===== config.mk =====
export PLATFORM = sky130hd
export DESIGN_NAME = bsrc_ram
export DESIGN_NICKNAME = d
export VERILOG_FILES = /design/src/hdl/bsrc_ram.sv
export SDC_FILE = /design/constraint.sdc
export NUM_CORES = 2
export LEC_CHECK = 0
export ABC_AREA = 0
export BUFFER_PORTS_ARGS = -buffer_cell sky130_fd_sc_hd__buf_2
export CAP_MARGIN = 25
export CORE_UTILIZATION = 25
export DETAILED_ROUTE_END_ITERATION = 16
export PLACE_DENSITY = 0.49
export SLEW_MARGIN = 20
export SYNTH_ARGS = -nofsm -noshare
export SYNTH_HDL_FRONTEND = slang
export SYNTH_SLANG_ARGS = --single-unit

===== constraint.sdc =====
create_clock -name clock -period 6.2 [get_ports clock]
set_clock_uncertainty 0.2 [all_clocks]
set_input_delay 0.31 -clock clock [delete_from_list [all_inputs] [get_ports clock]]
set_output_delay 0.31 -clock clock [all_outputs]
set_load 0.02 [all_outputs]

===== src/hdl/bsrc_ram.sv =====
module bsrc_ram #(
   parameter int WIDTH = 64,
   parameter int DEPTH = 64,
   localparam int AW = (DEPTH > 1) ? $clog2(DEPTH) : 1
) (
   input  logic             clock,
   input  logic             wr_en,
   input  logic [AW-1:0]    wr_addr,
   input  logic [WIDTH-1:0] wr_data,
   input  logic [AW-1:0]    rd_addr,
   output logic [WIDTH-1:0] rd_data
);

   logic [WIDTH-1:0] mem [DEPTH];
   logic [WIDTH-1:0] rd_data_ff;

   // One write and one registered read per cycle.
   always_ff @(posedge clock) begin
      if (wr_en) begin
         mem[wr_addr] <= wr_data;
      end
      rd_data_ff <= mem[rd_addr];
   end

   assign rd_data = rd_data_ff;

endmodule


==> results.sh <==
export IMPL_grt_pass1_vias=77100
export IMPL_slowest_delay_ns=0.71
export IMPL_grt_setup_unrepaired="false"
export IMPL_vias_per_cell=4.72
export IMPL_syn_nets=6676
export IMPL_p_total_uw=58700
export IMPL_grt_total_usage=0.147
export IMPL_netlist_top_cells_area="edfxtp_1, mux4_2, mux2i_1"
export IMPL_p_clk_frac=0.418
export IMPL_yosysTopAreaCell="edfxtp_1"
export IMPL_wl_per_cell_um=29.9
export IMPL_holdPathEnd="mem[48][28]$_DFFE_PP_"
export IMPL_yosysMostFrequentCell="edfxtp_1"
export IMPL_hp_start="wr_data[28]"
export IMPL_grt_pass1_wl_mm=650
export IMPL_end_kind="register"
export IMPL_cts_max_path_buffers=4
export IMPL_start_kind="input pin"
export IMPL_yosysUniqueCellTypes=33
export IMPL_dieWidth_um=793
export IMPL_vias=74500
export IMPL_initial_utilization=0.251
export IMPL_setup_tns_ns=0
export IMPL_p_comb_frac=0.049
export IMPL_core_sq_um=623000
export IMPL_synth_area_sq_um=156000
export IMPL_p_sw_frac=0.217
export IMPL_setup_viol=0
export IMPL_cp_slowest_cell="a211oi_1"
export IMPL_critical_path_arrival_ns=3.94
export IMPL_drc_errors=0
export IMPL_htree_levels=5
export IMPL_fin_crit_sh=0.539
export IMPL_p_int_uw=46000
export IMPL_path_cells="dlygate4sd3_1 > buf_8 > buf_4 > nor2_4 > buf_12 > a22oi_1 > and3_1 > a211oi_1"
export IMPL_cts_tree="done"
export IMPL_num_rows=290
export IMPL_r2r_slack_ns=3.88
export IMPL_max_cap_viol_count=0
export IMPL_pin_count=142
export IMPL_drive_gt1_frac=0.279
export IMPL_r2r_start="mem[63][23]$_DFFE_PP_"
export IMPL_r2r_cells=5
export IMPL_overflow=0
export IMPL_drv_slew=0
export IMPL_fin_crit_ns=3.34
export IMPL_design_area_sq_um=183000
export IMPL_slew_limit_headroom=0.246
export IMPL_reg2reg_to="rd_data[23]$_DFF_P_"
export IMPL_worst_pin_slew_ns=1.13
export IMPL_syn_avg_cell_area_sq_um=23.7
export IMPL_hold_viol_final=0
export IMPL_final_core_util=0.294
export IMPL_detail_route_antenna_nets=0
export IMPL_switching_power_uw=12800
export IMPL_io_buffers=141
export IMPL_antenna_found_initial=58
export IMPL_die_h_um=793
export IMPL_worst_hold_slack_ns=0.102
export IMPL_ys_seq_area_frac=0.795
export IMPL_dieArea_sq_um=629000
export IMPL_fin_nets=7173
export IMPL_grt_max_degree=103
export IMPL_clk_pin_slew_ns=0.06
export IMPL_initialDrtViolationCount=8231
export IMPL_dpl_instance_area_sq_um=169000
export IMPL_worstSkewPairLatency_ns=1.01
export IMPL_ys_ff_latch=4160
export IMPL_yosysWarnings=0
export IMPL_cp_max_fo=102
export IMPL_dp_hpwl_mm=247
export IMPL_powerDensity_nw_per_um2=320
export IMPL_outcome="finished, final reports clean"
export IMPL_synth_main_ff_cell="edfxtp_1"
export IMPL_area_delta_synth_final_pct=17.3
export IMPL_cts_buffers=418
export IMPL_hp_class="in2reg"
export IMPL_p_leak_uw=0.0555
export IMPL_cts_setup_buffers=0
export IMPL_async_reset_ff_frac=0
export IMPL_cts_sinks=4160
export IMPL_synth_top_cell_area_share=0.787
export IMPL_max_freq_ghz=0.299
export IMPL_worstPathRequired_ns=6.79
export IMPL_clock_root_buffer="clkbuf_16"
export IMPL_ir_drop_mv=0.248
export IMPL_worstSetupPathType="in2reg"
export IMPL_synth_common_cells="edfxtp_1, mux4_2, buf_2, a22oi_1, clkbuf_1"
export IMPL_syn_inst=6598
export IMPL_drt_wl_total_mm=473
export IMPL_place_congestion=0.739
export IMPL_synth_edff_count=4096
export IMPL_firstDrtPassIters=5
export IMPL_seqPwrFrac=0.533
export IMPL_worstHoldPathCells=2
cell type report:
| class | count | area, sq um |
|---|---|---|
| fill | 60500 | 440000 |
| sequential | 4160 | 124000 |
| multi-input combinational | 2049 | 30800 |
| clock buffer | 551 | 11300 |
| tap | 8322 | 10400 |
| timing repair buffer | 447 | 4530 |
| clock inverter | 225 | 1900 |
| antenna | 32 | 80.1 |
| inverter | 19 | 71.3 |
cells in the final DEF, fill, tap and decap left out, types with 64 or more instances in the layout:
| cell | n |
|---|---|
| edfxtp_1 | 4096 |
| mux4_2 | 1024 |
| clkbuf_16 | 423 |
| buf_4 | 170 |
| a22oi_1 | 168 |
| mux2i_1 | 135 |
| clkbuf_1 | 108 |
| buf_2 | 102 |
| clkinv_1 | 96 |
| buf_12 | 94 |
| a22o_1 | 88 |
| o22ai_1 | 83 |
| dlygate4sd3_1 | 75 |
| nor2_4 | 65 |
| and3_1 | 64 |
| clkinv_2 | 64 |
| dfxtp_1 | 64 |
critical path, delay by kind of cell:
kind	cells	cell delay, ns
compound gates	2	0.92
buf+inv	4	1.88
simple gates	2	0.48
through the flow:
step | worst slack, ns | std cells
6_report | 2.86 | 15800
5_1_grt | 2.85 | 15800
4_1_cts | 2.82 | 15800
3_5_place_dp | 2.28 | 14900
3_3_place_gp | 2.28 | 14900
2_1_floorplan | 0.254 | 6598
sequential cells by signal, indices dropped and copies added, names as in the netlist:
name     count
mem       4096
rd_data     64
layer usage:
metal	wire length, um	GRT usage	vias to the layer above
met3	28000	0.0210	593
met2	237000	0.252	2586
li1	-	-	29600
met1	197000	0.197	41800
met4	11100	0.0347	10
met5	55	0	-
kinds of logic after synthesis:
kind of cell	count (synthesis)	synth area share
buf+inv	389	0.0118
flops	4160	0.795
simple gates	386	0.0124
mux	1159	0.156
compound gates	504	0.0248
power groups by stage:
stage | Combinational (uW) | Clock [uW] | Sequential [uW]
2_1_floorplan | 1450 | 0 | 31900
3_3_place_gp | 2780 | 0 | 31900
3_5_place_dp | 2830 | 0 | 31900
4_1_cts | 2890 | 25100 | 31300
5_1_grt | 3040 | 26100 | 31300
6_report | 2860 | 24600 | 31300
timing repair:
action                                  4_1_cts  5_1_grt
hold buffers                                 75        0
resized for setup                             0        0
endpoints found under the setup margin        0        0
hold endpoints to repair                   4253        0
how the worst max path moves through the flow:
stage	startpoint	end	slack, ns	depth (start not counted)
after floorplan	wr_addr[3]	mem[48][0]$_DFFE_PP_	0.25	4
after global placement	rd_addr[1]	rd_data[54]$_DFF_P_	2.28	7
after detailed placement	rd_addr[1]	rd_data[54]$_DFF_P_	2.28	7
after CTS	rd_addr[2]	rd_data[23]$_DFF_P_	2.82	7
after global routing	rd_addr[2]	rd_data[23]$_DFF_P_	2.85	8
final	rd_addr[2]	rd_data[23]$_DFF_P_	2.86	8
(Power assumes the default switching activity.)
