`src/hdl/bsrc_pkg.sv`:
```
package bsrc_pkg;

   // Store geometry
   localparam int MAX_BITS  = 4096;
   localparam int WORD_BITS = 64;
   localparam int NUM_WORDS = MAX_BITS / WORD_BITS;
   localparam int WORD_AW   = $clog2(NUM_WORDS);
   localparam int POS_W     = $clog2(WORD_BITS);
   localparam int IDX_W     = $clog2(MAX_BITS);
   localparam int CFG_W     = IDX_W + 1;
   localparam int CMD_W     = 3;

   // Command codes
   localparam logic [CMD_W-1:0] CMD_SET         = 3'd0;
   localparam logic [CMD_W-1:0] CMD_CLEAR_BIT   = 3'd1;
   localparam logic [CMD_W-1:0] CMD_TEST        = 3'd2;
   localparam logic [CMD_W-1:0] CMD_CLEAR_RANGE = 3'd3;
   localparam logic [CMD_W-1:0] CMD_CLEAR_ALL   = 3'd4;

   // Sequencer states
   typedef enum logic [1:0] {
      ST_IDLE,
      ST_WALK,
      ST_HOLD
   } state_type;

   // Controls for the word merge unit
   typedef struct packed {
      logic [CMD_W-1:0] cmd;
      logic [POS_W-1:0] lo;
      logic [POS_W-1:0] hi;
   } merge_ctl_type;

endpackage

```
`src/hdl/bsrc_ctrl.sv`:
```
module bsrc_ctrl (
   input  logic                           clock,
   input  logic                           reset,
   // Command side
   input  logic                           req_valid,
   output logic                           req_ready,
   input  logic [bsrc_pkg::CMD_W-1:0]     req_cmd,
   input  logic [bsrc_pkg::IDX_W-1:0]     req_idx,
   input  logic [bsrc_pkg::IDX_W-1:0]     req_end,
   input  logic [bsrc_pkg::CFG_W-1:0]     lim,
   // Word memory
   output logic                           ram_wr_en,
   output logic [bsrc_pkg::WORD_AW-1:0]   ram_wr_addr,
   output logic [bsrc_pkg::WORD_BITS-1:0] ram_wr_data,
   output logic [bsrc_pkg::WORD_AW-1:0]   ram_rd_addr,
   input  logic [bsrc_pkg::WORD_BITS-1:0] ram_rd_data,
   // Merge unit
   output bsrc_pkg::merge_ctl_type        mrg_ctl,
   output logic [bsrc_pkg::WORD_BITS-1:0] mrg_word_in,
   input  logic [bsrc_pkg::WORD_BITS-1:0] mrg_word_out,
   input  logic                           mrg_bit,
   // Result side
   output logic                           rsp_valid,
   input  logic                           rsp_ready,
   output logic                           rsp_value,
   output logic                           rsp_error
);

   localparam int PW = bsrc_pkg::POS_W;
   localparam int AW = bsrc_pkg::WORD_AW;
   localparam int IW = bsrc_pkg::IDX_W;
   localparam int CW = bsrc_pkg::CFG_W;
   localparam int NW = bsrc_pkg::NUM_WORDS;

   bsrc_pkg::state_type state_ff, state_in;

   logic [bsrc_pkg::CMD_W-1:0] cmd_ff, cmd_in;
   logic [AW-1:0] cur_ff, cur_in;
   logic [AW-1:0] ws_ff, ws_in;
   logic [AW-1:0] we_ff, we_in;
   logic [PW-1:0] bs_ff, bs_in;
   logic [PW-1:0] be_ff, be_in;
   logic [NW-1:0] vld_ff, vld_in;
   logic          rd_vld_ff, rd_vld_in;
   logic          res_value_ff, res_value_in;
   logic          res_error_ff, res_error_in;
   logic          rsp_valid_ff, rsp_valid_in;
   logic          rsp_value_ff, rsp_value_in;
   logic          rsp_error_ff, rsp_error_in;

   logic          accept;
   logic          is_bit_cmd;
   logic          is_range_cmd;
   logic          idx_bad;
   logic          end_bad;
   logic          req_err;
   logic          start_walk;
   logic          at_last;
   logic          out_free;
   logic [AW-1:0] req_word;

   // Decode of the offered command
   assign accept       = req_valid && req_ready;
   assign is_bit_cmd   = (req_cmd == bsrc_pkg::CMD_SET) || (req_cmd == bsrc_pkg::CMD_CLEAR_BIT)
                         || (req_cmd == bsrc_pkg::CMD_TEST);
   assign is_range_cmd = (req_cmd == bsrc_pkg::CMD_CLEAR_RANGE);
   assign idx_bad      = {1'b0, req_idx} >= lim;
   assign end_bad      = {1'b0, req_end} >= lim;
   assign req_err      = (is_bit_cmd && idx_bad)
                         || (is_range_cmd && (idx_bad || end_bad || (req_idx > req_end)));
   assign start_walk   = (is_bit_cmd || is_range_cmd) && !req_err;
   assign req_word     = req_idx[IW-1:PW];
   assign at_last      = (cur_ff == we_ff);
   assign out_free     = !rsp_valid_ff || rsp_ready;

   // Next state
   always_comb begin
      state_in = state_ff;
      case (state_ff)
         bsrc_pkg::ST_IDLE: begin
            if (accept) begin
               state_in = start_walk ? bsrc_pkg::ST_WALK : bsrc_pkg::ST_HOLD;
            end
         end
         bsrc_pkg::ST_WALK: begin
            if (at_last) begin
               state_in = bsrc_pkg::ST_HOLD;
            end
         end
         bsrc_pkg::ST_HOLD: begin
            if (out_free) begin
               state_in = bsrc_pkg::ST_IDLE;
            end
         end
         default: state_in = bsrc_pkg::ST_IDLE;
      endcase
   end

   // Merge unit controls: partial masks only at the first and last word of a walk
   assign mrg_ctl.cmd  = cmd_ff;
   assign mrg_ctl.lo   = (cur_ff == ws_ff) ? bs_ff : '0;
   assign mrg_ctl.hi   = at_last ? be_ff : '1;
   assign mrg_word_in  = rd_vld_ff ? ram_rd_data : '0;

   // Memory write port: write back the merged word during the walk, except for a test
   assign ram_wr_en   = (state_ff == bsrc_pkg::ST_WALK) && (cmd_ff != bsrc_pkg::CMD_TEST);
   assign ram_wr_addr = cur_ff;
   assign ram_wr_data = mrg_word_out;

   // Datapath and outputs
   always_comb begin
      req_ready    = 1'b0;
      cmd_in       = cmd_ff;
      cur_in       = cur_ff;
      ws_in        = ws_ff;
      we_in        = we_ff;
      bs_in        = bs_ff;
      be_in        = be_ff;
      vld_in       = vld_ff;
      res_value_in = res_value_ff;
      res_error_in = res_error_ff;
      rsp_valid_in = rsp_valid_ff && !rsp_ready;
      rsp_value_in = rsp_value_ff;
      rsp_error_in = rsp_error_ff;
      ram_rd_addr  = cur_ff + AW'(1);

      case (state_ff)
         bsrc_pkg::ST_IDLE: begin
            req_ready   = 1'b1;
            ram_rd_addr = req_word;
            if (accept) begin
               cmd_in       = req_cmd;
               cur_in       = req_word;
               ws_in        = req_word;
               bs_in        = req_idx[PW-1:0];
               we_in        = is_range_cmd ? req_end[IW-1:PW] : req_word;
               be_in        = is_range_cmd ? req_end[PW-1:0] : req_idx[PW-1:0];
               res_value_in = 1'b0;
               res_error_in = req_err;
               // Clear all drops every word that holds a position in use.
               if (req_cmd == bsrc_pkg::CMD_CLEAR_ALL) begin
                  for (int i = 0; i < NW; i++) begin
                     if ((CW'(i) << PW) < lim) begin
                        vld_in[i] = 1'b0;
                     end
                  end
               end
            end
         end
         bsrc_pkg::ST_WALK: begin
            vld_in[cur_ff] = vld_ff[cur_ff] || ram_wr_en;
            cur_in         = cur_ff + AW'(1);
            if (at_last) begin
               res_value_in = (cmd_ff != bsrc_pkg::CMD_CLEAR_RANGE) && mrg_bit;
            end
         end
         bsrc_pkg::ST_HOLD: begin
            if (out_free) begin
               rsp_valid_in = 1'b1;
               rsp_value_in = res_value_ff;
               rsp_error_in = res_error_ff;
            end
         end
         default: begin
            req_ready = 1'b0;
         end
      endcase

      rd_vld_in = vld_ff[ram_rd_addr];
   end

   // Control registers
   always_ff @(posedge clock) begin
      if (reset) begin
         state_ff     <= bsrc_pkg::ST_IDLE;
         vld_ff       <= '0;
         rsp_valid_ff <= 1'b0;
      end else begin
         state_ff     <= state_in;
         vld_ff       <= vld_in;
         rsp_valid_ff <= rsp_valid_in;
      end
   end

   // Payload registers
   always_ff @(posedge clock) begin
      cmd_ff       <= cmd_in;
      cur_ff       <= cur_in;
      ws_ff        <= ws_in;
      we_ff        <= we_in;
      bs_ff        <= bs_in;
      be_ff        <= be_in;
      rd_vld_ff    <= rd_vld_in;
      res_value_ff <= res_value_in;
      res_error_ff <= res_error_in;
      rsp_value_ff <= rsp_value_in;
      rsp_error_ff <= rsp_error_in;
   end

   assign rsp_valid = rsp_valid_ff;
   assign rsp_value = rsp_value_ff;
   assign rsp_error = rsp_error_ff;

endmodule

```
`config.mk`:
```
export PLATFORM = sky130hd
export DESIGN_NAME = bsrc_ctrl
export DESIGN_NICKNAME = d
export VERILOG_FILES = /design/src/hdl/bsrc_pkg.sv /design/src/hdl/bsrc_ctrl.sv
export SDC_FILE = /design/constraint.sdc
export NUM_CORES = 1
export LEC_CHECK = 0
export CORE_UTILIZATION = 35
export DETAILED_ROUTE_END_ITERATION = 16
export DONT_BUFFER_PORTS = 1
export PLACE_DENSITY = 0.56
export SYNTH_ARGS = -nofsm -noshare
export SYNTH_HDL_FRONTEND = slang
export SYNTH_SLANG_ARGS = --single-unit
export TNS_END_PERCENT = 10
```
`constraint.sdc`:
```
create_clock -name clock -period 4.1 [get_ports clock]
set_clock_uncertainty 0.05 [all_clocks]
set_input_delay 0.615 -clock clock [delete_from_list [all_inputs] [get_ports clock]]
set_output_delay 0.615 -clock clock [all_outputs]
set_load 0.02 [all_outputs]
```
==> reports/qor.csv <==
metric,value,unit
Crit path max-delay family,simple AND/OR/NAND/NOR gates,
"Worst Setup Slack, final",0.719,ns
Die Y-Extent,159,um
Port Buffers,0,
adder-cell share of the synthesized area,5.37,%
"commonest non-fill, non-tap cells in the layout","o21ai_0, and2_1, dfxtp_1",
Worst path slowest cell,edfxtp_1,
Comb pwr share,33.4,%
main combinational cell family by area after synthesis,compound AO/OA/AOI/OAI gates,
# rows,57,
pins over their slew limit,0,
Root Driver,clkbuf_16,
Synth Area in XOR/XNOR,1.53,%
post-CTS setup buffers,0,
worst hold path class,primary input to flip-flop,
share of post-route cells with drive strength above 1,8.57,%
"most common cell after layout, fill and taps aside",o21ai_0,
Worst-Skew Late Latency,0.37,ns
pin count of the biggest net entering global routing,65,
number of CTS-inserted buffers,9,
post-synthesis mux area share,7.06,%
"Data arrival, critical path",2.72,ns
CP max stage delay,0.92,ns
DR pass1 iterations,5,
clock buffer depth,2,
dpl ws,0.994,ns
Core ar.,24200,sq um
placer congestion estimate,0.932,
maxcap violations,0,
peak supply drop,0.182,mV
final global-route overflow total,0,
syn avg cell area,8.36,sq um
Post-Syn Nets,1240,
IO Pins,333,
global-route wire length before repair,49200,um
hpwl dp,25100,um
WP data required,3.43,ns
post-CTS sizing,0,
Simple-Gate Fraction of Synth Area,20.2,%
CTS tree,built,
status,"finished, final reports clean",
Final min period,3.38,ns
worst-path cell chain,"buf_4, xnor2_1, nand4_1, nor3_1, and2_1",
crit path kind,flip-flop to primary output,
Compound-Gate Fraction of Synth Area,25.6,%
ys flop type,dfxtp_1,
# hold bufs at CTS,0,
power per cell area,372,nW/um^2
DRC Markers,0,
die area,25200,sq um
Starting Density,35.5,%
Via-to-Cell Ratio,6.28,
endpoints failing setup,0,
CTS sink count,105,
die width,159,um
DR iter-0 viols,842,
total routed wirelength,33700,um
sequential share of power,36.6,%
drt wl/cell,26.6,um
clk slew on worst S/H paths,0.07,ns
Critical path buffers and inverters,1,
Clock H-tree levels,3,
Int Pwr,1.96,mW
"Warnings, synthesis",0,
DRT antenna net count,0,
Startpoint Class,flip-flop,
P&R area growth vs syn,1.19,%
Synth Register Bits,105,
ys async rst share,0,%
via count,7955,
critical path capture point type,primary output,
Layout Cell Area excl Fill,8720,sq um
antenna violations before repair,10,
"EDFF count, synth",37,
Fmax,0.296,GHz
vias in the first global route,7361,
Global Route Usage Sum,26.0,%
Post-DP Area,8380,sq um
RSZ-0062 raised after global routing,no,
crit path max fanout,18,
slew at the pin closest to its max-slew limit,0.932,ns
Switch Pwr,1.28,mW
final net count,1139,
Mapped Cells,1030,
Rel. slew slack,37.8,%
period utilization,82.5,%
sequential cell area fraction in the yosys report,28.7,%
Yosys cell types,72,
final count of hold timing violations,0,
leakage,3.18,nW
synthesized area,8610,sq um
setup TNS,0,ns
clock power share,30.0,%
final total power,3.24,mW
Switching Fraction,39.6,%
[per-layer routing]
metal	part of all wire, %	vias up	track usage (%)
met1	39	3836	31.7
met3	8.6	93	5.85
li1	-	3557	-
met4	5.3	0	14.6
met5	0	-	0
met2	47	469	42.1
[flip-flops by register name, summed over array words and instances (netlist names)]
signal,flops
rsp_valid,1
be_ff,6
vld_ff,64
ram_wr_addr,6
res_error_ff,1
rsp_error,1
rd_vld_ff,1
cmd_ff,3
ws_ff,6
we_ff,6
bs_ff,6
state_ff,2
res_value_ff,1
rsp_value,1
[final timing paths]
path	from	to	slack (ns)	depth (start not counted)
setup / recovery	ram_wr_addr[2]	mrg_ctl[9]	0.72	5
hold reg to reg	res_value_ff	rsp_value	0.38	0
setup reg to reg	state_ff[1]	rd_vld_ff	0.93	7
hold / removal	reset	rsp_valid	0.26	1
[Yosys cell counts, drive strengths merged, types with 11 or more instances]
library cell  instances  area (sq um)
buf                  94           692
mux2i                27           270
a21o                 11          82.6
edfxtp               37          1110
nor2                 47           179
nand2b               17           106
nand4                11          68.8
dfxtp                68          1360
and2                 74           463
a21oi                43           223
ha                   37           463
nand2                56           210
o211ai               38           285
inv                  33           124
o31ai                46           355
nor3                 16          85.1
mux4                 11           248
clkbuf               45           169
a22oi                26           195
nand3                58           300
o21ai                95           490
[kinds of logic after synthesis]
family / after synthesis
AOI/OAI and AO/OA: 328
xor gates and xnor gates: 15
adders and majority gates: 37
buffers and inverters: 175
DFF: 105
muxes: 46
and+or+nand+nor: 324
[through the flow]
step | cells | hold slack [ns] | utilization (%)
after floorplan | 1030 | 0.350 | -
after global routing | 1266 | 0.257 | 35.9
after CTS | 1258 | 0.255 | 35.9
final | 1266 | 0.260 | 35.9
after detailed placement | 1242 | 0.361 | 34.6
after global placement | 1242 | 0.357 | 34.6
[final cells by class]
class,instances,area [sq um]
clock inverter,5,78.8
clock buffer,11,233
fill,2548,15500
tap,324,405
multi-input combinational,750,5160
antenna,8,20.0
sequential,105,2470
timing repair buffer,27,215
inverter,36,135
[power by group through the flow]
stage,Clock [mW],Sequential (mW),Combinational (mW)
2_1_floorplan,0,1.18,0.937
3_3_place_gp,0,1.21,1.06
3_5_place_dp,0,1.21,1.07
4_1_cts,0.979,1.19,1.07
5_1_grt,1.02,1.19,1.14
6_report,0.972,1.19,1.08
No activity file was read; power rests on OpenSTA's default activity.
