`src/hdl/bsrc_pkg.sv`:
```
package bsrc_pkg;

   // Store geometry
   localparam int MAX_BITS  = 4096;
   localparam int WORD_BITS = 64;
   localparam int NUM_WORDS = MAX_BITS / WORD_BITS;
   localparam int WORD_AW   = $clog2(NUM_WORDS);
   localparam int POS_W     = $clog2(WORD_BITS);
   localparam int IDX_W     = $clog2(MAX_BITS);
   localparam int CFG_W     = IDX_W + 1;
   localparam int CMD_W     = 3;

   // Command codes
   localparam logic [CMD_W-1:0] CMD_SET         = 3'd0;
   localparam logic [CMD_W-1:0] CMD_CLEAR_BIT   = 3'd1;
   localparam logic [CMD_W-1:0] CMD_TEST        = 3'd2;
   localparam logic [CMD_W-1:0] CMD_CLEAR_RANGE = 3'd3;
   localparam logic [CMD_W-1:0] CMD_CLEAR_ALL   = 3'd4;

   // Sequencer states
   typedef enum logic [1:0] {
      ST_IDLE,
      ST_WALK,
      ST_HOLD
   } state_type;

   // Controls for the word merge unit
   typedef struct packed {
      logic [CMD_W-1:0] cmd;
      logic [POS_W-1:0] lo;
      logic [POS_W-1:0] hi;
   } merge_ctl_type;

endpackage

```
`src/hdl/bsrc_merge.sv`:
```
module bsrc_merge (
   input  bsrc_pkg::merge_ctl_type        ctl,
   input  logic [bsrc_pkg::WORD_BITS-1:0] word_in,
   output logic [bsrc_pkg::WORD_BITS-1:0] word_out,
   output logic                           bit_out
);

   localparam logic [bsrc_pkg::WORD_BITS-1:0] ONES = '1;
   localparam logic [bsrc_pkg::POS_W-1:0] TOP_POS = bsrc_pkg::POS_W'(bsrc_pkg::WORD_BITS - 1);

   logic [bsrc_pkg::WORD_BITS-1:0] upto;
   logic [bsrc_pkg::WORD_BITS-1:0] from;
   logic [bsrc_pkg::WORD_BITS-1:0] span;

   // Mask of in-word positions lo to hi inclusive.
   assign upto = ONES >> (TOP_POS - ctl.hi);
   assign from = ONES << ctl.lo;
   assign span = upto & from;

   // The addressed bit before any change.
   assign bit_out = word_in[ctl.lo];

   // Set ORs the mask in; clear-bit and range clear take it out; other codes pass the word through.
   always_comb begin
      case (ctl.cmd)
         bsrc_pkg::CMD_SET:         word_out = word_in | span;
         bsrc_pkg::CMD_CLEAR_BIT:   word_out = word_in & ~span;
         bsrc_pkg::CMD_CLEAR_RANGE: word_out = word_in & ~span;
         default:                   word_out = word_in;
      endcase
   end

endmodule

```
`config.mk`:
```
export PLATFORM = sky130hd
export DESIGN_NAME = bsrc_merge
export DESIGN_NICKNAME = d
export VERILOG_FILES = /design/src/hdl/bsrc_pkg.sv /design/src/hdl/bsrc_merge.sv
export SDC_FILE = /design/constraint.sdc
export NUM_CORES = 1
export LEC_CHECK = 0
export BUFFER_PORTS_ARGS = -buffer_cell sky130_fd_sc_hd__buf_2
export CAP_MARGIN = 30
export CORE_MARGIN = 5
export CORE_UTILIZATION = 45
export DETAILED_ROUTE_END_ITERATION = 7
export PLACE_DENSITY_LB_ADDON = 0.08
export SYNTH_ARGS = -nofsm -noshare
export SYNTH_HDL_FRONTEND = slang
export SYNTH_SLANG_ARGS = --single-unit
```
`constraint.sdc`:
```
create_clock -name vclk -period 3.8
set_input_delay 0.19 -clock vclk [all_inputs]
set_output_delay 0.19 -clock vclk [all_outputs]
set_load 0.02 [all_outputs]
```
==> flow_summary.json, run 1 <==
{
  "status": "complete, no violations",
  "grt_usage_pct": 28.1,
  "drtIter0Drc": 473,
  "dp_slack_ns": 1.48,
  "die_w_um": 86.3,
  "design.seq.count": 0,
  "dp_hpwl_mm": 8.00,
  "drv_cap": 0,
  "nets": 557,
  "syn_inst": 382,
  "critPathMaxFanout": 46,
  "worstHoldStart": "word_in[58]",
  "slew_viol_final": 0,
  "synthesis.area_um2": 2620,
  "synth_cell_types": 61,
  "timing.fmax_mhz": 422,
  "pin_count": 144,
  "final.min_clock_period_ns": 2.37,
  "setup.worst_path.end_class": "primary output",
  "critPathMaxStageDelay_ns": 0.69,
  "timing.setup.tns_ns": 0,
  "cts_hold_buf": 0,
  "synthesis.nets": 461,
  "cpMostUsedCell": "buf_2",
  "cts_resized": 0,
  "worstHoldEndpoint": "word_out[58]",
  "syn2layout_area_growth_pct": 22.9,
  "final_core_util_pct": 57.7,
  "grt_pass1_wl_mm": 17.4,
  "dieArea_um2": 7440,
  "p_per_area_nw_per_um2": 133,
  "design_area_um2": 3220,
  "core_um2": 5570,
  "tightest_slew_ns": 1.04,
  "power_mw": 0.428,
  "wl_per_cell_um": 20.7,
  "crit_chain": "buf_2 -> mux4_2 -> a22oi_1 -> nand3_1 -> and4_1 -> buf_2",
  "timing.final.crit_share_pct": 62.3,
  "grt_pass1_vias": 3528,
  "num_vias": 3874,
  "dpl.cell_count": 548,
  "routed_via_density": 7.07,
  "ant_nets": 0,
  "initial_core_util_pct": 46.9,
  "critPathSlowestCell": "buf_2",
  "final.fill_count": 588,
  "cts_setup_buffers": 0,
  "firstDrtPassIters": 5,
  "critPathLaunchType": "primary input",
  "gp_congestion": 0.910,
  "rsz0062_at_grt": "no",
  "hold_path.class": "in -> out",
  "required_ns": 3.61,
  "seq_area_um2": 0,
  "holdPathStages": 3,
  "crit_arrival_ns": 2.18,
  "final_common_cell": "buf_2",
  "routed_wl_mm": 11.3,
  "grt_max_degree": 56,
  "syn_avg_cell_area_um2": 6.85,
  "critPathKind": "in -> out",
  "mostFrequentLayoutCells": "144 x buf_2, 90 x o21ai_0, 19 x o31ai_1",
  "layout-drive-gt1-share_pct": 34.9,
  "io_buffers": 144,
  "finalSetupViolCount": 0,
  "diodes": 0,
  "post-route-drc-count": 0,
  "relSlewSlack_pct": 30.2,
  "hold_violations": 0,
  "total_leakage_power_nw": 1.29,
  "worst_slack_ns": 1.43,
  "clock_buffers": 0,
  "final_cells": 548,
  "dpl_cell_area_um2": 3220,
  "ir_drop_mv": 0.0903,
  "yosysSeqAreaShare_pct": 0,
  "fp.dieH_um": 86.3,
  "yosys_warnings": 0,
  "antenna_found_initial": 0,
  "hold_slack_ns": 0.729,
  "rows": 27,
  "grt_overflow_total": 0
}
## worst max-delay path by stage
stage                  from            to
global placement     ctl[6]       bit_out
global route         ctl[5]  word_out[46]
detailed placement   ctl[7]       bit_out
finish               ctl[7]       bit_out
floorplan           ctl[13]  word_out[29]
CTS                  ctl[7]       bit_out
## power by group
part	internal [mW]	leakage [nW]	switching [mW]	total, mW
sequential	0	0	0	0
combinational	0.155	1.29	0.272	0.428
clock	0	0	0	0
total	0.155	1.29	0.272	0.428
## area by class of cell
class,count,area [um2],area share (%)
multi-input cells,323,2340,72.6
repair buffers,148,771,24.0
well taps,72,90.1,2.80
inverters,5,18.8,0.584
## cells by family after synthesis
kind of cell	share of synthesized area, %
buffers and inverters	10.7
multiplexers	14.9
AO/OA/AOI/OAI	56.6
AND/OR/NAND/NOR	17.7
## per-layer routing
layer | up-vias | share of wire (%) | wire, um | GRT usage [%]
li1 | 1769 | - | - | -
met1 | 1778 | 40 | 4500 | 38.1
met2 | 292 | 46 | 5220 | 46.9
met3 | 35 | 12 | 1310 | 3.80
met4 | 0 | 2.6 | 290 | 6.94
met5 | - | 0 | 0 | 0
## critical path, delay by kind of cell
family,cells,cell delay (ns)
simple gates,2,0.32
mux,1,0.61
buf+inv,2,0.85
compound gates,1,0.19
## synth_stat cells, drive strengths merged (3+ instances only)
cell type	count	share of area (%)
mux2	4	1.7
a21oi	13	2.5
o221ai	10	3.3
o311ai	4	1.3
a221oi	4	1.6
clkbuf	29	4.2
o211ai	13	3.7
or3	5	1.2
o31ai	19	5.5
a22oi	5	1.4
o21ai	90	17
inv	4	0.57
nor4	3	0.72
o211a	4	1.5
nor3	5	0.96
buf	25	5.8
and2	6	1.4
o41ai	10	3.3
a32o	4	1.5
nand4	4	0.96
a22o	5	1.7
and3	4	0.96
nand2b	3	0.72
nand2	16	2.3
or2	5	1.2
mux4	14	13
nor2	9	1.3
nand3	18	3.4
a31oi	3	0.72
o2bb2ai	4	1.3
nor2b	3	0.72
o2111ai	3	1.0
a21o	6	1.7
Power figures use the tool's default switching activity.
==> run 2, diff against run 1 <==
--- a/config.mk
+++ b/config.mk
@@ -5,6 +5,7 @@
 export SDC_FILE = /design/constraint.sdc
 export NUM_CORES = 1
 export LEC_CHECK = 0
+export ABC_AREA = 1
 export BUFFER_PORTS_ARGS = -buffer_cell sky130_fd_sc_hd__buf_2
 export CAP_MARGIN = 30
 export CORE_MARGIN = 5
==> constraint.sdc (replaced) <==
create_clock -name vclk -period 2.2
set_input_delay 0.11 -clock vclk [all_inputs]
set_output_delay 0.11 -clock vclk [all_outputs]
set_load 0.02 [all_outputs]
==> flow_summary.json, run 2 <==
{
  "ant_nets": 0,
  "grt_pass1_vias": 4076,
  "critPathKind": "in -> out",
  "pin_count": 144,
  "antenna_found_initial": 0,
  "syn_avg_cell_area_um2": 4.57,
  "hold_path.class": "in -> out",
  "rows": 27,
  "synth_cell_types": 22,
  "dp_slack_ns": 0.323,
  "grt_pass1_wl_mm": 19.9,
  "grt_max_degree": 64,
  "initial_core_util_pct": 46.2,
  "critPathMaxFanout": 16,
  "synthesis.nets": 636,
  "crit_arrival_ns": 1.87,
  "num_vias": 4499,
  "final.fill_count": 603,
  "fp.dieH_um": 85.2,
  "routed_wl_mm": 13.0,
  "core_um2": 5510,
  "design_area_um2": 3290,
  "yosys_warnings": 0,
  "syn_inst": 557,
  "cts_hold_buf": 0,
  "status": "complete, no violations",
  "die_w_um": 85.2,
  "gp_congestion": 1.13,
  "critPathMaxStageDelay_ns": 0.51,
  "mostFrequentLayoutCells": "159 x o21ai_0, 153 x nand2_1, 144 x buf_2",
  "synth.most_common_cell": "o21ai_0",
  "tightest_slew_ns": 0.682,
  "crit_chain": "buf_2 -> nand2_1 -> nor2_1 -> o21ai_0 -> o21ai_0 -> o21ai_0 -> o21ai_0 -> buf_2",
  "post-route-drc-count": 0,
  "timing.final.crit_share_pct": 90.0,
  "grt_overflow_total": 0,
  "synth_top_cell_by_area": "o21ai_0",
  "nets": 761,
  "cts_setup_buffers": 0,
  "cts_resized": 0,
  "rsz0062_at_grt": "no",
  "power_mw": 0.762,
  "final.min_clock_period_ns": 1.98,
  "yosysSeqAreaShare_pct": 0,
  "cpMostUsedCell": "o21ai_0",
  "design.seq.count": 0,
  "ys_top_cells_by_count": "159 x o21ai_0, 153 x nand2_1, 71 x inv_1, 42 x nand3_1, 41 x nor2_1",
  "p_per_area_nw_per_um2": 232,
  "relSlewSlack_pct": 54.4,
  "timing.setup.tns_ns": 0,
  "dieArea_um2": 7260,
  "final_common_cell": "o21ai_0",
  "cp_top_family": "compound AO/OA/AOI/OAI gates",
  "timing.fmax_mhz": 505,
  "final_core_util_pct": 59.8,
  "drtIter0Drc": 641,
  "synthesis.area_um2": 2540,
  "synthDominantCellAreaShare_pct": 31.3,
  "critPathLaunchType": "primary input",
  "required_ns": 2.09,
  "wl_per_cell_um": 17.3,
  "setup.worst_path.end_class": "primary output",
  "routed_via_density": 5.98,
  "dpl_cell_area_um2": 3290,
  "worst_slack_ns": 0.220,
  "drv_cap": 0,
  "grt_usage_pct": 33.1,
  "synth.area.top_cells": "o21ai_0 31%, nand2_1 23%, inv_1 10%, nand3_1 8.3%, o211ai_1 6.2%",
  "critPathSlowestCell": "o21ai_0",
  "firstDrtPassIters": 7,
  "ir_drop_mv": 0.121,
  "total_leakage_power_nw": 1.77,
  "finalSetupViolCount": 0,
  "dpl.cell_count": 752,
  "worst-path-buf-inv": 2,
  "slew_viol_final": 0,
  "final_cells": 752,
  "dp_hpwl_mm": 10.3,
  "diodes": 0,
  "clock_buffers": 0,
  "hold_violations": 0,
  "hold_slack_ns": 0.580,
  "layout-drive-gt1-share_pct": 24.0,
  "io_buffers": 144,
  "seq_area_um2": 0,
  "syn2layout_area_growth_pct": 29.4
}
-- run 2: cell types whose count changed after synthesis, sizes merged, moves of 14 or more --
cell,before,now
clkbuf,29,12
inv,4,73
mux4,14,0
nand2,16,153
nand3,18,42
nor2,9,43
o21ai,90,166
o31ai,19,1
-- run 2: logic make-up after synthesis --
logic type             share of synthesized area (%)
AO/OA/AOI/OAI                                   44.0
buffers and inverters                           18.0
AND/OR/NAND/NOR                                 38.0
-- run 2: final cells by class --
cell class | count | area, um2 | area share [%]
multi-input combinational | 448 | 2090 | 63.4
inverter | 74 | 278 | 8.44
tap | 72 | 90.1 | 2.74
timing repair buffer | 158 | 838 | 25.5
-- run 2: worst paths after layout --
check	start	end	slack, ns	cells after the start
hold / removal	word_in[59]	word_out[59]	0.58	4
setup / recovery	ctl[7]	word_out[54]	0.22	8
-- run 2: per-layer routing --
layer / vias to the layer above / share of wire (%) / track usage (%) / routed length, um
met5: - / 0.11 / 0 / 14
met1: 1947 / 38 / 43.1 / 4880
met3: 50 / 14 / 6.21 / 1780
met2: 385 / 46 / 54.8 / 5940
li1: 2115 / - / - / -
met4: 2 / 2.9 / 10.4 / 382
-- run 2: worst min-delay path: stages --
cell and delay, ns:
buf_2 0.08, o21ai_0 0.06, o21ai_0 0.06, buf_2 0.16
-- run 2: power breakdown --
part           total (mW)  switching (mW)  leakage (nW)  internal, mW
Sequential              0               0             0             0
Clock                   0               0             0             0
Combinational       0.762           0.521          1.77         0.241
==> run 3, diff against run 2 <==
--- a/config.mk
+++ b/config.mk
@@ -8,7 +8,6 @@
 export ABC_AREA = 1
 export BUFFER_PORTS_ARGS = -buffer_cell sky130_fd_sc_hd__buf_2
 export CAP_MARGIN = 30
-export CORE_MARGIN = 5
 export CORE_UTILIZATION = 45
 export DETAILED_ROUTE_END_ITERATION = 7
 export PLACE_DENSITY_LB_ADDON = 0.08
==> constraint.sdc (replaced) <==
create_clock -name vclk -period 1.85
set_input_delay 0.0925 -clock vclk [all_inputs]
set_output_delay 0.0925 -clock vclk [all_outputs]
set_load 0.02 [all_outputs]
==> flow_summary.json, run 3 (synthesis results as in run 2) <==
{
  "critPathSlowestCell": "o21ai_0",
  "diodes": 0,
  "cpMostUsedCell": "nand2_1",
  "critPathMaxStageDelay_ns": 0.24,
  "syn2layout_area_growth_pct": 32.0,
  "grt_pass1_vias": 4059,
  "dieArea_um2": 5960,
  "total_leakage_power_nw": 1.81,
  "dp_hpwl_mm": 9.95,
  "grt_usage_pct": 42.0,
  "globalRouteMet1Util_pct": 54.4,
  "tightest_slew_ns": 0.512,
  "timing.setup.tns_ns": 0,
  "status": "complete, no violations",
  "final.fill_count": 624,
  "rows": 27,
  "num_vias": 4549,
  "slew_viol_final": 0,
  "grt_max_degree": 65,
  "rsz0062_at_grt": "no",
  "ant_nets": 0,
  "ir_drop_mv": 0.156,
  "clock_buffers": 0,
  "firstDrtPassIters": 5,
  "busiest_layer": "met2",
  "crit_arrival_ns": 1.64,
  "die_w_um": 77.2,
  "final.min_clock_period_ns": 1.73,
  "mostFrequentLayoutCells": "159 x o21ai_0, 152 x nand2_1, 144 x buf_2",
  "io_buffers": 144,
  "fp.dieH_um": 77.2,
  "cts_hold_buf": 0,
  "hold_path.class": "in -> out",
  "grt_pass1_wl_mm": 20.2,
  "core_um2": 5470,
  "final_common_cell": "o21ai_0",
  "timing.fmax_mhz": 578,
  "grt_overflow_total": 0,
  "routed_via_density": 5.97,
  "holdPathStages": 4,
  "nets": 771,
  "drtIter0Drc": 584,
  "pin_count": 144,
  "worstHoldStart": "word_in[13]",
  "timing.final.crit_share_pct": 93.6,
  "critPathLaunchType": "primary input",
  "required_ns": 1.76,
  "setup.worst_path.end_class": "primary output",
  "initial_core_util_pct": 46.5,
  "worstHoldEndpoint": "word_out[13]",
  "relSlewSlack_pct": 65.8,
  "crit_chain": "buf_2 -> inv_2 -> nand2_1 -> nand2_1 -> nand2_1 -> nand2_1 -> o21ai_0 -> buf_4 -> o21ai_0 -> o21ai_0 -> buf_2",
  "antenna_found_initial": 1,
  "post-route-drc-count": 0,
  "hold_slack_ns": 0.547,
  "critPathKind": "in -> out",
  "seq_area_um2": 0,
  "gp_congestion": 1.07,
  "use_met2_pct": 66.8,
  "design.seq.count": 0,
  "layout-drive-gt1-share_pct": 25.2,
  "wl_per_cell_um": 16.5,
  "critPathMaxFanout": 12,
  "p_per_area_nw_per_um2": 273,
  "routed_wl_mm": 12.5,
  "use_met3_pct": 6.90,
  "finalSetupViolCount": 0,
  "drv_cap": 0,
  "hold_violations": 0
}
==> run 3: how the worst max path moves through the flow <==
| stage | start | to | slack, ns | cells past startpoint |
|---|---|---|---|---|
| floorplan | ctl[10] | word_out[17] | 0.52 | 6 |
| global placement | ctl[11] | word_out[48] | 0.27 | 8 |
| detailed placement | ctl[11] | word_out[48] | 0.14 | 8 |
| CTS | ctl[11] | word_out[48] | 0.14 | 8 |
| global route | ctl[11] | word_out[19] | 0.04 | 9 |
| finish | ctl[6] | word_out[52] | 0.12 | 11 |
==> run 3: area by class of cell <==
type	count	area (um2)	area share, %
multi-input cells	448	2090	62.2
repair buffers	168	901	26.8
inverters	74	278	8.27
well taps	72	90.1	2.68
==> run 3: worst max-delay path, delay by kind of cell <==
family | cells | cell delay (ns)
AO/OA/AOI/OAI | 3 | 0.41
buffers and inverters | 4 | 0.76
AND/OR/NAND/NOR | 4 | 0.38
==> run 3: timing repair <==
item                                    4_1_cts  5_1_grt
setup buffers                                 0        0
endpoints found under the setup margin        0        2
gates resized for setup                       0        1
==> run 3: report_power, final <==
part           switching (mW)  internal [mW]
Sequential                  0              0
Clock                       0              0
Combinational           0.619          0.297
Total                   0.619          0.297
==> run 3: per-layer routing <==
layer	vias to the layer above	wire, um
met4	0	620
met1	2013	5020
li1	2130	-
met5	-	0
met3	55	1460
met2	351	5440
==> run 3: metrics by stage <==
stage | total power [mW] | area (um2) | setup WS [ns] | util (%) | instances
after global routing | 0.999 | 3360 | 0.0382 | 61.3 | 762
after floorplan | 0.547 | 2540 | 0.518 | - | 557
after CTS | 0.893 | 3350 | 0.140 | 61.3 | 762
after global placement | 0.881 | 3350 | 0.266 | 61.3 | 762
after detailed placement | 0.890 | 3350 | 0.143 | 61.3 | 762
final | 0.917 | 3360 | 0.119 | 61.3 | 762
